[config.mk]
export PLATFORM = sky130hd
export DESIGN_NAME = response_frame_receiver_crc16
export DESIGN_NICKNAME = d
export VERILOG_FILES = /design/src/sv/rfrc_pkg.sv /design/src/sv/rfrc_crc_byte.sv /design/src/sv/rfrc_deframe.sv /design/src/sv/response_frame_receiver_crc16.sv
export VERILOG_INCLUDE_DIRS = /design/src /design/src/sv
export SDC_FILE = /design/constraint.sdc
export NUM_CORES = 1
export LEC_CHECK = 0
export BUFFER_PORTS_ARGS = -buffer_cell sky130_fd_sc_hd__clkbuf_2
export CAP_MARGIN = 25
export CORE_ASPECT_RATIO = 0.8
export CORE_UTILIZATION = 60
export DETAILED_ROUTE_END_ITERATION = 8
export PLACE_DENSITY = 0.8
export SLEW_MARGIN = 25
export SYNTH_ARGS = -nofsm -noshare
export SYNTH_HDL_FRONTEND = slang
export SYNTH_HIERARCHICAL = 1
export SYNTH_SLANG_ARGS = --single-unit
[constraint.sdc]
create_clock -name clk_i -period 5.8 [get_ports clk_i]
set_input_delay 0.29 -clock clk_i [delete_from_list [all_inputs] [get_ports clk_i]]
set_output_delay 0.29 -clock clk_i [all_outputs]
set_load 0.05 [all_outputs]
[src/sv/response_frame_receiver_crc16_defines.svh]
// assertion macros for the response frame receiver
`ifndef RESPONSE_FRAME_RECEIVER_CRC16_DEFINES_SVH
`define RESPONSE_FRAME_RECEIVER_CRC16_DEFINES_SVH

// property checked on every clock edge outside reset
`define RFRC_ASSERT(lbl, prop, msg) \
  lbl: assert property (@(posedge clk_i) disable iff (!rst_ni) (prop)) else $error(msg);

// property checked on every clock edge, reset included
`define RFRC_ASSERT_ALWAYS(lbl, prop, msg) \
  lbl: assert property (@(posedge clk_i) (prop)) else $error(msg);

`endif

[src/sv/rfrc_pkg.sv]
// shared types, constants and crc table of the response frame receiver
`timescale 1ns / 1ps

package rfrc_pkg;

  localparam logic [7:0]  HDR_BYTE   = 8'hFF;
  localparam logic [15:0] CRC_INIT   = 16'hFFFF;
  localparam int unsigned FRAME_XTRA = 7;
  localparam int unsigned POS_W      = 9;

  typedef enum logic [1:0] {
    VERDICT_OK     = 2'd0,
    VERDICT_CRC    = 2'd1,
    VERDICT_OPCODE = 2'd2
  } verdict_e;

  // entry n is n * 0x1021, truncated to 16 bits
  localparam logic [15:0] CRC_NIB_TABLE [16] = '{
    16'h0000, 16'h1021, 16'h2042, 16'h3063,
    16'h4084, 16'h50A5, 16'h60C6, 16'h70E7,
    16'h8108, 16'h9129, 16'hA14A, 16'hB16B,
    16'hC18C, 16'hD1AD, 16'hE1CE, 16'hF1EF
  };

  typedef struct packed {
    logic             valid;
    logic [7:0]       frame_byte;
    logic [POS_W-1:0] byte_index;
    logic             last_byte;
    verdict_e         verdict;
  } result_t;

endpackage

[src/sv/rfrc_crc_byte.sv]
// one byte of the nibble-table crc-16, high nibble first
`timescale 1ns / 1ps

module rfrc_crc_byte (
  input  logic [15:0] crc_i,
  input  logic [7:0]  data_i,
  output logic [15:0] crc_o
);
  import rfrc_pkg::*;

  logic [15:0] mid;

  always_comb begin
    mid   = {crc_i[11:0], data_i[7:4]} ^ CRC_NIB_TABLE[crc_i[15:12]];
    crc_o = {mid[11:0], data_i[3:0]} ^ CRC_NIB_TABLE[mid[15:12]];
  end

endmodule

[src/sv/rfrc_deframe.sv]
// frame tracking state, crc accumulation and verdict for one byte per cycle while step_i is high
`timescale 1ns / 1ps

module rfrc_deframe (
  input  logic                 clk_i,
  input  logic                 rst_ni,
  input  logic                 step_i,
  input  logic [7:0]           rx_byte_i,
  input  logic [7:0]           expected_opcode_i,
  output rfrc_pkg::result_t    result_o
);
  import rfrc_pkg::*;

  logic             in_frame_q, in_frame_d;
  logic [POS_W-1:0] pos_q, pos_d;
  logic [7:0]       len_q, len_d;
  logic [15:0]      crc_q, crc_d;
  logic [7:0]       crc_hi_q, crc_hi_d;
  logic [7:0]       opcode_q, opcode_d;

  logic             active;
  logic [POS_W-1:0] pos;
  logic [15:0]      crc_cur;
  logic [15:0]      crc_next;
  logic [POS_W:0]   pos_w;
  logic [POS_W:0]   last_pos;
  logic             is_data;
  logic             is_crc_hi;
  logic             is_last;
  verdict_e         verdict;

  // a byte outside a frame only counts when it is a header
  assign active  = in_frame_q || (rx_byte_i == HDR_BYTE);
  assign pos     = in_frame_q ? pos_q : '0;
  assign crc_cur = in_frame_q ? crc_q : CRC_INIT;

  rfrc_crc_byte u_crc (
    .crc_i  (crc_cur),
    .data_i (rx_byte_i),
    .crc_o  (crc_next)
  );

  always_comb begin
    len_d    = (pos == POS_W'(1)) ? rx_byte_i : len_q;
    opcode_d = (pos == POS_W'(2)) ? rx_byte_i : opcode_q;
    pos_w    = {1'b0, pos};
    last_pos = {{(POS_W - 7){1'b0}}, len_d} + (POS_W + 1)'(FRAME_XTRA - 1);

    is_data   = (pos != '0) && ((pos_w + (POS_W + 1)'(2)) <= last_pos);
    is_crc_hi = !is_data && (pos >= POS_W'(2)) && ((pos_w + (POS_W + 1)'(1)) == last_pos);
    is_last   = !is_data && !is_crc_hi && (pos >= POS_W'(2)) && (pos_w == last_pos);

    // crc is judged before the opcode
    if ((crc_hi_q != crc_cur[15:8]) || (rx_byte_i != crc_cur[7:0])) begin
      verdict = VERDICT_CRC;
    end else if (opcode_d != expected_opcode_i) begin
      verdict = VERDICT_OPCODE;
    end else begin
      verdict = VERDICT_OK;
    end

    crc_d      = is_data ? crc_next : crc_cur;
    crc_hi_d   = is_crc_hi ? rx_byte_i : crc_hi_q;
    in_frame_d = active && !is_last;
    pos_d      = is_last ? '0 : pos + POS_W'(1);

    result_o.valid      = step_i && active;
    result_o.frame_byte = rx_byte_i;
    result_o.byte_index = pos;
    result_o.last_byte  = is_last;
    result_o.verdict    = is_last ? verdict : VERDICT_OK;
  end

  always_ff @(posedge clk_i or negedge rst_ni) begin
    if (!rst_ni) begin
      in_frame_q <= 1'b0;
      pos_q      <= '0;
      len_q      <= '0;
      crc_q      <= CRC_INIT;
      crc_hi_q   <= '0;
      opcode_q   <= '0;
    end else if (step_i && active) begin
      in_frame_q <= in_frame_d;
      pos_q      <= pos_d;
      len_q      <= len_d;
      crc_q      <= crc_d;
      crc_hi_q   <= crc_hi_d;
      opcode_q   <= opcode_d;
    end
  end

endmodule

[src/sv/response_frame_receiver_crc16.sv]
// top level of the response frame receiver with nibble-table crc-16
//
//  channel | signals                                   | direction
//  --------+-------------------------------------------+----------
//  input   | in_valid_i, in_stall_o, rx_byte_i         | in
//  output  | out_valid_o, out_stall_i, frame_byte_o,   | out
//          | byte_index_o, last_byte_o, verdict_o      |
//  config  | cfg_valid_i, cfg_ready_o,                 | in
//          | expected_opcode_i                         |
//
// one item per cycle sustained while out_stall_i is low; each item passes through
// the input register and the result register around the deframer
// reset clears frame state, crc to 0xffff and the expected opcode to zero
// out_stall_i holds the result register; the input register keeps taking
// items until it is full too, then in_stall_o rises
`timescale 1ns / 1ps

module response_frame_receiver_crc16 (
  input  logic       clk_i,
  input  logic       rst_ni,
  // input channel
  input  logic       in_valid_i,
  output logic       in_stall_o,
  input  logic [7:0] rx_byte_i,
  // output channel
  output logic       out_valid_o,
  input  logic       out_stall_i,
  output logic [7:0] frame_byte_o,
  output logic [8:0] byte_index_o,
  output logic       last_byte_o,
  output logic [1:0] verdict_o,
  // config channel
  input  logic       cfg_valid_i,
  output logic       cfg_ready_o,
  input  logic [7:0] expected_opcode_i
);
  import rfrc_pkg::*;

  `include "response_frame_receiver_crc16_defines.svh"

  // input register
  logic       in_valid_q;
  logic [7:0] in_byte_q;
  // result register
  logic       out_valid_q;
  result_t    out_q;
  // expected opcode register
  logic [7:0] exp_op_q;

  logic       step;
  logic       in_accept;
  result_t    res;

  // the deframer runs when the input register holds an item and the result register is free or drains this cycle
  assign step      = in_valid_q && (!out_valid_q || !out_stall_i);
  assign in_stall_o = in_valid_q && !step;
  assign in_accept = in_valid_i && !in_stall_o;
  assign cfg_ready_o = 1'b1;

  always_ff @(posedge clk_i or negedge rst_ni) begin
    if (!rst_ni) begin
      in_valid_q <= 1'b0;
    end else if (in_accept) begin
      in_valid_q <= 1'b1;
    end else if (step) begin
      in_valid_q <= 1'b0;
    end
  end

  always_ff @(posedge clk_i) begin
    if (in_accept) begin
      in_byte_q <= rx_byte_i;
    end
  end

  always_ff @(posedge clk_i or negedge rst_ni) begin
    if (!rst_ni) begin
      exp_op_q <= '0;
    end else if (cfg_valid_i && cfg_ready_o) begin
      exp_op_q <= expected_opcode_i;
    end
  end

  rfrc_deframe u_deframe (
    .clk_i             (clk_i),
    .rst_ni            (rst_ni),
    .step_i            (step),
    .rx_byte_i         (in_byte_q),
    .expected_opcode_i (exp_op_q),
    .result_o          (res)
  );

  // result register: ignored bytes leave it empty
  always_ff @(posedge clk_i or negedge rst_ni) begin
    if (!rst_ni) begin
      out_valid_q <= 1'b0;
    end else if (!out_valid_q || !out_stall_i) begin
      out_valid_q <= res.valid;
    end
  end

  always_ff @(posedge clk_i) begin
    if (!out_valid_q || !out_stall_i) begin
      out_q <= res;
    end
  end

  assign out_valid_o  = out_valid_q;
  assign frame_byte_o = out_q.frame_byte;
  assign byte_index_o = out_q.byte_index;
  assign last_byte_o  = out_q.last_byte;
  assign verdict_o    = out_q.verdict;

  // a verdict other than ok only ever comes with the last byte
  `RFRC_ASSERT(a_verdict_on_last, (out_valid_o && !last_byte_o) |-> (verdict_o == VERDICT_OK), "verdict without last byte")
  // the shortest frame ends at position six, the longest at 261
  `RFRC_ASSERT(a_last_pos_range, (out_valid_o && last_byte_o) |-> ((byte_index_o >= 9'd6) && (byte_index_o <= 9'd261)), "last byte at impossible position")
  // input stalls only while an item waits in the input register
  `RFRC_ASSERT_ALWAYS(a_stall_full, in_stall_o |-> in_valid_q, "stall with empty input register")
  // a result that was stalled is still offered in the next cycle
  `RFRC_ASSERT(a_result_held, (out_valid_o && out_stall_i) |=> out_valid_o, "stalled result dropped")

endmodule
---- Yosys cells after proc, flatten, opt, wreduce, memory -nomap -nowiden ----
Memory sizes are Yosys's and may differ from the RTL's.
Cells that the tools add are included.
Widths: inputs -> output; s select.
operators by class
  add/subtract/negate cells ............... 4
  multipliers ............................. 0
  div/mod/pow operators ................... 0
  magnitude comparators ................... 4
  equal/unequal tests ..................... 8
  shift operators ......................... 0
  mux-type cells .......................... 14
  bitwise gates (word level) .............. 5
  reduce and logical (&&, ||, !) cells .... 25
operators by type and width
  operator              count
  $mux 16               6
  $xor 16x16->16        2
  $ne 8x8->1            3
  $mux 9                2
  $mux 8                2
  $logic_and 1x1->1     11
  $add 9x1->10 const B  1
  $add 9x2->10 const B  1
  $eq 10x10->1          1
  $eq 9x10->1           1
  $ge 5x5->1 const B    2
  $le 10x10->1          1
  $not 4->5             2
  $add 8x3->9 const B   1
  $add 9x1->9 const B   1
  $eq 9x1->1 const B    1
  $eq 9x2->1 const B    1
  $ge 9x2->1 const B    1
  $reduce_bool 9->1     1
  $eq 8x8->1 const B    1
  $logic_not 1->1       7
  $logic_or 1x1->1      3
  $mux 1                3
  $mux 2                1
  other kinds (4)       4
storage, ports and cells
  register bits after elaboration ......... 88
  latch bits .............................. 0
  RAM bits ................................ 0
  ROM bits ................................ 512
  output and inout port bits .............. 23
  logic and storage cells ................. 77
  memories kept ........................... 2
memories
  memory            words  bits a word  read ports  clocked after memory_dff  wr ports  RTL line             source
  (name not given)  16     16           1           0                         0         rfrc_crc_byte.sv:15  crc_o = {mid[11:0], data_i[3:0]} ^ CRC_NIB_TABLE[mid[15:12]];
  (name not given)  16     16           1           0                         0         rfrc_crc_byte.sv:14  mid = {crc_i[11:0], data_i[7:4]} ^ CRC_NIB_TABLE[crc_i[15:12]];

---- Logic depth before layout (Yosys ltp) ----
  depth in word-level cells ............... 15
  gate-level depth with buffers ........... 22

---- By module ----
The synthesis kept the hierarchy.
modules (own cells, without submodules)
  module                         times used  cells an instance  area each (um2)
  rfrc_deframe                   1           361                3709.8
  response_frame_receiver_crc16  1           56                 1271.2
  rfrc_crc_byte                  1           24                 217.7

---- Least setup slack after synthesis ----
Ideal clock, no wire load.
  kind .................................... flip-flop to flip-flop
  start point ............................. register u_deframe.in_frame_q
  end point ............................... register out_q (netlist bit verdict_o[1]), data pin
  data arrival time ....................... 4.854 ns
  setup slack ............................. 0.816 ns
  stages on the path, launching flop included .. 23
  clock period less this slack ............ 4.984 ns
  path through ............................ dfrtp_1 > clkbuf_1 > clkbuf_1 > nand2_1 > ha_1 > or4b_1 > a2bb2oi_2 > buf_6 > mux2i_2 > ha_1 > nor2_1 > xnor2_1 > a21oi_1 > inv_1 > ha_1 > a21o_1 > a21oi_1 > a21oi_1 > a221oi_2 > or4_1 > nor4_4 > buf_4 > o211a_1
on the way
  longest elaborated chain between the ends .. 15
  elaborated cells between the ends (all ways) .. 29
ends and longest elaborated chain
  what                             RTL line                                source
  start: declaration               rfrc_deframe.sv:14                      logic in_frame_q, in_frame_d;
  start signal: assignment         rfrc_deframe.sv:83                      in_frame_q <= in_frame_d;
  $mux 9 (*)                       rfrc_deframe.sv:34                      assign pos = in_frame_q ? pos_q : '0;
  $eq 9x1->1                       rfrc_deframe.sv:44                      len_d = (pos == POS_W'(1)) ? rx_byte_i : len_q;
  $mux 8                           rfrc_deframe.sv:44
  $add 8x3->9                      rfrc_deframe.sv:47                      last_pos = {{(POS_W - 7){1'b0}}, len_d} + (POS_W + 1)'(FRAME_XTRA - 1);
  $le 10x10->1                     rfrc_deframe.sv:49                      is_data = (pos != '0) && ((pos_w + (POS_W + 1)'(2)) <= last_pos);
  $logic_and 1x1->1                rfrc_deframe.sv:49
  $logic_not 1->1                  rfrc_deframe.sv:50, rfrc_deframe.sv:51
  $logic_and 1x1->1 (2 in series)  rfrc_deframe.sv:50                      is_crc_hi = !is_data && (pos >= POS_W'(2)) && ((pos_w + (POS_W + 1)'(1)) == last_pos);
  $logic_not 1->1                  rfrc_deframe.sv:51                      is_last = !is_data && !is_crc_hi && (pos >= POS_W'(2)) && (pos_w == last_pos);
  $logic_and 1x1->1 (2 in series)  rfrc_deframe.sv:51
  $logic_and 1x1->1 (*)            rfrc_deframe.sv:51
  named net u_deframe.is_last      rfrc_deframe.sv:29                      logic is_last;
  $not 1->1 (no line) (*)          n/a
  $reduce_or 2->1 (no line) (*)    n/a
  end signal: assignment           response_frame_receiver_crc16.sv:104    out_q <= res;
  end: declaration                 response_frame_receiver_crc16.sv:46     result_t out_q;
The timed path passes the listed nets; every way through them passes the cells marked *.
A chain may end at the register's enable or synchronous reset.

==> results.yml <==
status:
  status: "completed"
pwr:
  ir_drop_uv: 269.5
  power.leakage_nw: 2.481
  p_comb_frac: 0.421
  pwr-share-seq: 0.400
  p_sw_frac: 0.3949
  power_frac_clock: 0.179
  p_int_mw: 1.441
  switching_power_uw: 940.9
  p_per_area_nw_per_um2: 425.9
  power_mw: 2.382
synthesis:
  synth_common_cells: "xnor2_1, dfrtp_1, edfxtp_1"
  synth-edff-count: 28
  ys_dominant_reg_cell: "dfrtp_1"
  synth_area_um2: 5199
  ys_async_sr_fraction: 0.6818
  synth.most_common_cell: "xnor2_1"
  syn-num-nets: 478
  syn_area_per_cell_um2: 11.79
  synthTopCellsByArea: "dfrtp_1, edfxtp_1, xnor2_1, dfstp_2, mux2_2"
  synth-seq-cells: 88
  ys_warn_count: 6
  synth_seq_area_share: 0.4544
  syn_inst: 441
  yosysUniqueCellTypes: 55
  synth.largest_area_cell: "dfrtp_1"
  synth.top_cell.area_share: 0.2118
sta:
  max_slew_margin: 0.5064
  fin_crit_sh: 0.9258
  tns_ns: 0
  rsz0062_at_grt: "no"
  fmax_mhz: 186.2
  worst_pin_slew_ns: 0.7404
  fin_ws_ns: 0.4301
  period_minus_slack_ns: 5.370
  final-hold-violation-count: 0
  slew_violations: 0
  whs_ns: 0.04866
  setup-violations-final: 0
  skew_ns: 0.008861
grt:
  antenna_found_initial: 0
  grt_pass1_vias: 3411
  grt_use_total: 0.2628
  grt_max_degree: 61
  grt_pass1_wl_um: 17910
  gr-total-overflow: 0
clock_tree:
  clock_sinks: 88
  cts_buffer_depth: 2
  root_buffer: "clkbuf_8"
  h-tree-depth: 3
  hold_buffers: 0
  worstSkewPairLatency_ns: 0.37
  clk_pin_slew_worst_paths_ns: 0.09
  cts_buffers: 9
  cts_tree: "built"
detailed_routing:
  drcViolationCount: 0
  wl_per_cell_um: 18.79
  drtPass1Iterations: 4
  num_vias: 3375
  wl_um: 10990
  via_per_inst: 5.769
  drtAntennaViolNets: 0
  first_iter_violations: 387
floorplanning:
  rows: 29
  die_y_um: 85.26
  die_w_um: 106.1
  die_area_um2: 9043
  ioPinCount: 44
  start_util: 0.6368
  core-area_um2: 8164
worst_setup_path:
  required_ns: 6.05
  cpPeakStageDelay_ns: 0.67
  cp-start-kind: "register"
  cp_slowest_cell: "dfrtp_1"
  regToRegEndpoint: "u_deframe/pos_q[7]$_DFFE_PN0P_"
  endpoint_kind: "register"
  crit_top_cell: "ha_1"
  r2r_slack_ns: 0.43
  path_class: "reg2reg"
  crit_family: "compound AO/OA/AOI/OAI gates"
  crit_arrival_ns: 5.62
  rr_worst_depth: 19
  cp_max_fo: 17
  crit_chain: "and2_1 -> ha_1 -> or4b_1 -> a2bb2oi_4 -> mux2i_2 -> ha_1 -> nor2_1 -> xnor2_1 -> a21oi_1 -> inv_1 -> ha_1 -> a21o_1 -> a21oi_1 -> o211ai_1 -> a221oi_2 -> or4_1 -> nor4_4 -> buf_4 -> o41ai_1"
  worst-path-buf-inv: 2
  reg2reg_from: "u_deframe/in_frame_q$_DFFE_PN0P_"
job:
  cap_violations: 0
place:
  gp_congestion: 0.9624
  io_buffers: 42
  place_inst: 567
  dp_worst_setup_slack_ns: 0.09853
  dp_hpwl_um: 7944
cells_and_area:
  fill_cells: 597
  top_regs: "u_deframe/crc_q: 16 flops, byte_index_o: 9 flops, u_deframe/pos_q: 9 flops"
  largest_reg_flops: 16
  area_delta_synth_final_pct: 7.605
  stdcell_count: 585
  diodes: 0
  top_register: "u_deframe/crc_q"
  layout.nets: 509
  drive_gt1_frac: 0.2662
hold_path:
  worstHoldPathType: "in2async"
==> power by group through the flow <==
stage	registers [mW]	logic, mW	clock network [mW]
after floorplan	1.02	0.726	0
after global placement	0.951	0.961	0
after detailed placement	0.958	0.987	0
after CTS	0.948	0.992	0.437
after global routing	0.973	1.08	0.464
final	0.953	1.00	0.426
==> area by class of cell <==
cell class / count / area, um2 / area share
tap: 108 / 135.1 / 0.02416
clock buffer: 10 / 127.6 / 0.02281
multi-input combinational: 306 / 2569 / 0.4592
inverter: 17 / 63.81 / 0.01141
timing repair buffer: 50 / 270.3 / 0.04831
clock inverter: 6 / 66.31 / 0.01185
sequential: 88 / 2362 / 0.4223
==> metal layers <==
metal	vias to the layer above	track usage	routed length [um]
li1	1602	-	-
met1	1648	0.3831	5016
met2	110	0.3904	4985
met3	15	0.07373	883
met4	0	0.06061	107
met5	-	0	0
==> cell families (layout without fill, tap and decap cells) <==
logic type               Yosys count  in the layout  synth area share
XOR/XNOR                          82             82            0.1451
other                              1              1         0.0007213
adder cells (fa/ha/maj)           16             16           0.03851
AND/OR/NAND/NOR                  108            108            0.1203
buffers and inverters             47             83           0.05415
flip-flops                        88             88            0.4544
AO/OA/AOI/OAI                     53             53           0.08062
multiplexers                      46             46            0.1061
==> repair_timing <==
action                                  CTS  global route
endpoints found under the setup margin    0            13
gates resized for setup                   0             1
buffers inserted                          0             2
hold endpoints to repair                  0             0
==> per-stage QoR <==
step           cell area [um2]    util
3_3_place_gp              5371  0.6579
6_report                  5594  0.6852
2_1_floorplan             5199       -
5_1_grt                   5594  0.6852
3_5_place_dp              5371  0.6579
4_1_cts                   5565  0.6817
==> worst max-delay path by stage <==
stage	end	cells after the start	from
CTS	verdict_o[1]$_DFFE_PP_	18	u_deframe/in_frame_q$_DFFE_PN0P_
finish	u_deframe/pos_q[7]$_DFFE_PN0P_	19	u_deframe/in_frame_q$_DFFE_PN0P_
floorplan	verdict_o[1]$_DFFE_PP_	22	u_deframe/in_frame_q$_DFFE_PN0P_
global placement	verdict_o[1]$_DFFE_PP_	18	u_deframe/in_frame_q$_DFFE_PN0P_
detailed placement	verdict_o[1]$_DFFE_PP_	18	u_deframe/in_frame_q$_DFFE_PN0P_
global route	u_deframe/pos_q[7]$_DFFE_PN0P_	19	u_deframe/in_frame_q$_DFFE_PN0P_
==> cells in the final DEF (no fill, tap or decap), types with 3 or more instances in the layout <==
| cell type | n |
|---|---|
| ha_1 | 16 |
| inv_1 | 17 |
| nand2b_1 | 19 |
| nand3_1 | 11 |
| o31ai_1 | 6 |
| edfxtp_1 | 28 |
| and3_1 | 4 |
| dfrtp_1 | 44 |
| o22a_1 | 16 |
| mux2_2 | 22 |
| nor2_1 | 11 |
| xor2_1 | 25 |
| buf_4 | 8 |
| nand4_1 | 11 |
| clkbuf_8 | 9 |
| dfstp_2 | 16 |
| mux2i_2 | 3 |
| clkbuf_2 | 42 |
| o21ai_0 | 9 |
| and2_1 | 5 |
| a21oi_1 | 7 |
| mux2_4 | 8 |
| mux2i_1 | 12 |
| xnor2_1 | 54 |
| nand2_1 | 25 |
| nor3_1 | 8 |
Note: power is estimated with default switching activity, not from simulation.
